===== config.mk =====
export PLATFORM = sky130hd
export DESIGN_NAME = tvgs_blend
export DESIGN_NICKNAME = d
export VERILOG_FILES = /design/src/hw/rtl/tvgs_pkg.sv /design/src/hw/rtl/tvgs_blend.sv
export SDC_FILE = /design/constraint.sdc
export NUM_CORES = 1
export LEC_CHECK = 0
export BUFFER_PORTS_ARGS = -buffer_cell sky130_fd_sc_hd__buf_2
export CORE_UTILIZATION = 60
export DETAILED_ROUTE_END_ITERATION = 8
export GPL_ROUTABILITY_DRIVEN = 0
export PLACE_DENSITY = 0.89
export SLEW_MARGIN = 25
export SYNTH_ARGS = -nofsm -noshare
export SYNTH_HDL_FRONTEND = slang
export SYNTH_SLANG_ARGS = --single-unit

===== constraint.sdc =====
create_clock -name aclk -period 11.3 [get_ports aclk]
set_input_delay 2.26 -clock aclk [delete_from_list [all_inputs] [get_ports aclk]]
set_output_delay 2.26 -clock aclk [all_outputs]
set_load 0.01 [all_outputs]

===== src/hw/rtl/tvgs_pkg.sv =====
// Shared definitions for the trilinear vector grid sampler.
// Holds parameter defaults, opcodes, register indexes and the sequencer state type.
// No dependencies.
`default_nettype none

package tvgs_pkg;

    // Parameter defaults
    localparam int DEF_GRID_X   = 32;
    localparam int DEF_GRID_Y   = 32;
    localparam int DEF_GRID_Z   = 32;
    localparam int DEF_SAMPLE_W = 32;
    localparam int DEF_FRAC_W   = 16;

    // Configuration port geometry
    localparam int CFG_ADDR_W = 5;

    // Item opcodes
    localparam logic OP_WRITE = 1'b0;
    localparam logic OP_QUERY = 1'b1;

    // Register indexes (byte address / 4)
    localparam logic [2:0] CFG_X_ORIGIN = 3'd0;
    localparam logic [2:0] CFG_Y_ORIGIN = 3'd1;
    localparam logic [2:0] CFG_Z_ORIGIN = 3'd2;
    localparam logic [2:0] CFG_X_SCALE  = 3'd3;
    localparam logic [2:0] CFG_Y_SCALE  = 3'd4;
    localparam logic [2:0] CFG_Z_SCALE  = 3'd5;

    // Query sequencer states
    typedef enum logic [3:0] {
        ST_IDLE,
        ST_MAP_MUL,
        ST_MAP_CHK,
        ST_FETCH,
        ST_DRAIN,
        ST_BL_LOAD,
        ST_BL_WRITE,
        ST_EDGE_RD,
        ST_EDGE_CAP,
        ST_DONE
    } state_t;

endpackage

`default_nettype wire


===== src/hw/rtl/tvgs_blend.sv =====
// Shared blend unit: result = a + floor((b - a) * w / 2^FRAC_W).
// Two-step: multiply into a register, then add. Depends on tvgs_pkg.
`default_nettype none

module tvgs_blend import tvgs_pkg::*; #(
    parameter int SAMPLE_W = DEF_SAMPLE_W,
    parameter int FRAC_W   = DEF_FRAC_W
) (
    input  wire logic                       aclk,
    input  wire logic                       load,
    input  wire logic signed [SAMPLE_W-1:0] a_in,
    input  wire logic signed [SAMPLE_W-1:0] b_in,
    input  wire logic        [FRAC_W-1:0]   w_in,
    output logic signed      [SAMPLE_W-1:0] result
);

    localparam int PW = SAMPLE_W + FRAC_W + 2;

    logic signed [SAMPLE_W:0] diff;
    logic signed [PW-1:0]     prod;
    logic signed [PW-1:0]     prod_reg;
    logic signed [SAMPLE_W-1:0] a_reg;

    // Form the weighted difference
    assign diff = (SAMPLE_W + 1)'(b_in) - (SAMPLE_W + 1)'(a_in);
    assign prod = PW'(diff) * $signed({1'b0, w_in});

    // Hold the product and base for the add step
    always_ff @(posedge aclk) begin
        if (load) begin
            prod_reg <= prod;
            a_reg    <= a_in;
        end
    end

    // Floor shift and add back the base
    assign result = a_reg + SAMPLE_W'(prod_reg >>> FRAC_W);

endmodule

`default_nettype wire


==> impl_metrics.env <==
export IMPL_outcome="finished with violations"
export IMPL_violations="design-rule violations"
export IMPL_async_flop_share=0
export IMPL_max_clock_path_buffers=2
export IMPL_crit_family="adder cells"
export IMPL_synth_compound_area_frac=0.0930
export IMPL_finalWirelength_um=67800
export IMPL_via_per_inst=6.13
export IMPL_dp_cells=3303
export IMPL_slew_viol_final=0
export IMPL_cp_slowest_stage_delay_ns=0.55
export IMPL_grt_pass1_vias=22500
export IMPL_clk_pin_slew_worst_paths_ns=0.06
export IMPL_rsz0062_at_grt="false"
export IMPL_synth_fa_ha_area_frac=0.497
export IMPL_htree_levels=3
export IMPL_crit_type="in2reg"
export IMPL_grt_usage=0.346
export IMPL_start_util=0.609
export IMPL_grt_ovfl_total=0
export IMPL_final_cells=3321
export IMPL_firstDrtPassIters=9
export IMPL_cap_violations=0
export IMPL_num_rows=73
export IMPL_synth_top_family_by_area="adder cells"
export IMPL_tightestPinTransition_ns=1.07
export IMPL_critPathBufInv=5
export IMPL_dieArea_um2=41200
export IMPL_critPathLaunchType="input port"
export IMPL_worst_path_stages=31
export IMPL_fp_coreArea_um2=39700
export IMPL_crit_arrival_ns=11.14
export IMPL_fin_ws_ns=0.288
export IMPL_drt_initial_drc_count=1973
export IMPL_holdPathStages=1
export IMPL_synth_area_leaders="fa_1 (41%), inv_1 (9.6%), ha_1 (9.0%)"
export IMPL_vias=20300
export IMPL_ios=114
export IMPL_nets=3537
export IMPL_die_y_um=203
export IMPL_yosys_warnings=0
export IMPL_synth_area_mux_share=0.000827
export IMPL_endpoint_kind="flip-flop"
export IMPL_fmax_ghz=0.0908
export IMPL_postCtsHoldBufs=0
export IMPL_yosysUniqueCellTypes=70
export IMPL_port_buffers=113
export IMPL_fin_crit_ns=11.01
export IMPL_finalHoldViolCount=0
export IMPL_fillers=2919
export IMPL_slew_headroom=0.285
export IMPL_worstPathRequired_ns=11.42
export IMPL_grt_max_degree=65
export IMPL_whs_ns=2.08
export IMPL_place_hpwl_um=52800
export IMPL_yosysSeqAreaShare=0.0794
export IMPL_cp_common_cell="fa_1"
export IMPL_setup_tns_ns=0
export IMPL_final_antenna_net_count=0
export IMPL_grt_pass1_wl_um=111000
export IMPL_synth_area_um2=24200
export IMPL_synth_cells=2752
export IMPL_die_w_um=203
export IMPL_cts_root_buf="clkbuf_16"
export IMPL_drc=1
export IMPL_crit_fanout=6
export IMPL_antenna_found_initial=5
export IMPL_synth_xor_area_share=0.0355
export IMPL_routedWlPerCell_um=20.4
export IMPL_synth_simple_area_share=0.176
export IMPL_finalSetupViolCount=0
export IMPL_synth_top_cell_by_area="fa_1"
export IMPL_cts_buffers=9
export IMPL_cts_tree="done"
export IMPL_synth_seq_cells=64
export IMPL_synth_top_area_frac=0.406
export IMPL_syn_nets=3500
export IMPL_cts_resized=0
export IMPL_period_share=0.975
export IMPL_drive_gt1_frac=0.0741
export IMPL_postSynthAreaPerCell_um2=8.80
export IMPL_cts_num_sinks=64
export IMPL_ys_flop_type="edfxtp_1"
export IMPL_cts_setup_buffers=0
export IMPL_area_growth_pct=6.05
export IMPL_cpMaxStageDelayCell="o31ai_1"
export IMPL_dp_slack_ns=-0.0132
export IMPL_hp_class="in2reg"
export IMPL_synth_edf_count=64
## area by class of cell
class                   count  area, um2  area share
diodes                      2       5.00    0.000195
clock buffers              10        229     0.00892
clock inverters             6       93.8     0.00366
inverters                 621       2330      0.0908
multi-input cells        1927      19500       0.758
flip-flops and latches     64       1920      0.0749
well taps                 525        657      0.0256
repair buffers            166        963      0.0375
## logic make-up (layout without fill, tap and decap cells)
family | count (synthesis) | count (layout)
compound gates | 333 | 333
xor+xnor | 98 | 98
fa+ha+maj | 666 | 666
buf+inv | 761 | 803
flops | 64 | 64
mux | 2 | 2
other cells | 0 | 2
simple gates | 828 | 828
## layout by cell type (no fill, tap or decap), types with 29 or more instances in the layout
| cell | Yosys | layout |
|---|---|---|
| xnor2_1 | 74 | 69 |
| and2_1 | 204 | 204 |
| and3_1 | 29 | 29 |
| nor3_1 | 36 | 36 |
| edfxtp_1 | 64 | 64 |
| a21oi_1 | 80 | 80 |
| buf_2 | 3 | 113 |
| a21o_1 | 50 | 50 |
| nor2_1 | 54 | 54 |
| ha_1 | 175 | 175 |
| buf_4 | 1 | 53 |
| nand3_1 | 51 | 51 |
| inv_1 | 619 | 619 |
| o21ai_0 | 58 | 58 |
| nor2b_1 | 40 | 40 |
| nand2_1 | 312 | 312 |
| fa_1 | 491 | 491 |
## synth_stat cells, types with 4 or more instances
| master | n |
|---|---|
| a21oi_1 | 80 |
| o2111ai_1 | 5 |
| nand4_1 | 24 |
| a21o_1 | 50 |
| and2_1 | 204 |
| nor2b_1 | 40 |
| o22ai_1 | 16 |
| a211oi_1 | 9 |
| o21bai_1 | 5 |
| o211ai_1 | 7 |
| and3_1 | 29 |
| nor3_1 | 36 |
| xnor2_1 | 74 |
| nor3b_1 | 11 |
| nand2b_1 | 17 |
| nand3_1 | 51 |
| o31ai_1 | 4 |
| clkbuf_1 | 131 |
| a31oi_1 | 23 |
| ha_1 | 175 |
| inv_1 | 619 |
| a221oi_1 | 9 |
| or3_1 | 13 |
| xor2_1 | 24 |
| edfxtp_1 | 64 |
| o21ai_0 | 58 |
| o311ai_0 | 6 |
| o21a_1 | 16 |
| nand3b_1 | 11 |
| nand2_1 | 312 |
| fa_1 | 491 |
| nor2_1 | 54 |
| nand3_2 | 10 |
| o311a_1 | 9 |
| o221ai_1 | 8 |
## through the flow
stage | util | area (um2)
global placement | 0.637 | 25300
floorplan | - | 24200
detailed placement | 0.637 | 25300
global route | 0.646 | 25700
CTS | 0.645 | 25600
finish | 0.646 | 25700
## worst paths after layout
path | start | end | slack, ns
max | a_in[2] | prod_reg[47] | 0.29
min | a_in[18] | a_reg[18] | 2.08
## per-layer routing
| metal | share of wire | GRT usage | up-vias | routed length (um) |
|---|---|---|---|---|
| met4 | 0.067 | 0.229 | 4 | 4550 |
| li1 | - | - | 8607 | - |
| met3 | 0.11 | 0.0767 | 385 | 7220 |
| met1 | 0.34 | 0.391 | 10000 | 22900 |
| met2 | 0.49 | 0.588 | 1337 | 33200 |
| met5 | 0.00035 | 0 | - | 24 |
Power is left out: the tool's default activity adds up to more than one toggle a clock period on the data nets, which glitch-free logic cannot reach.
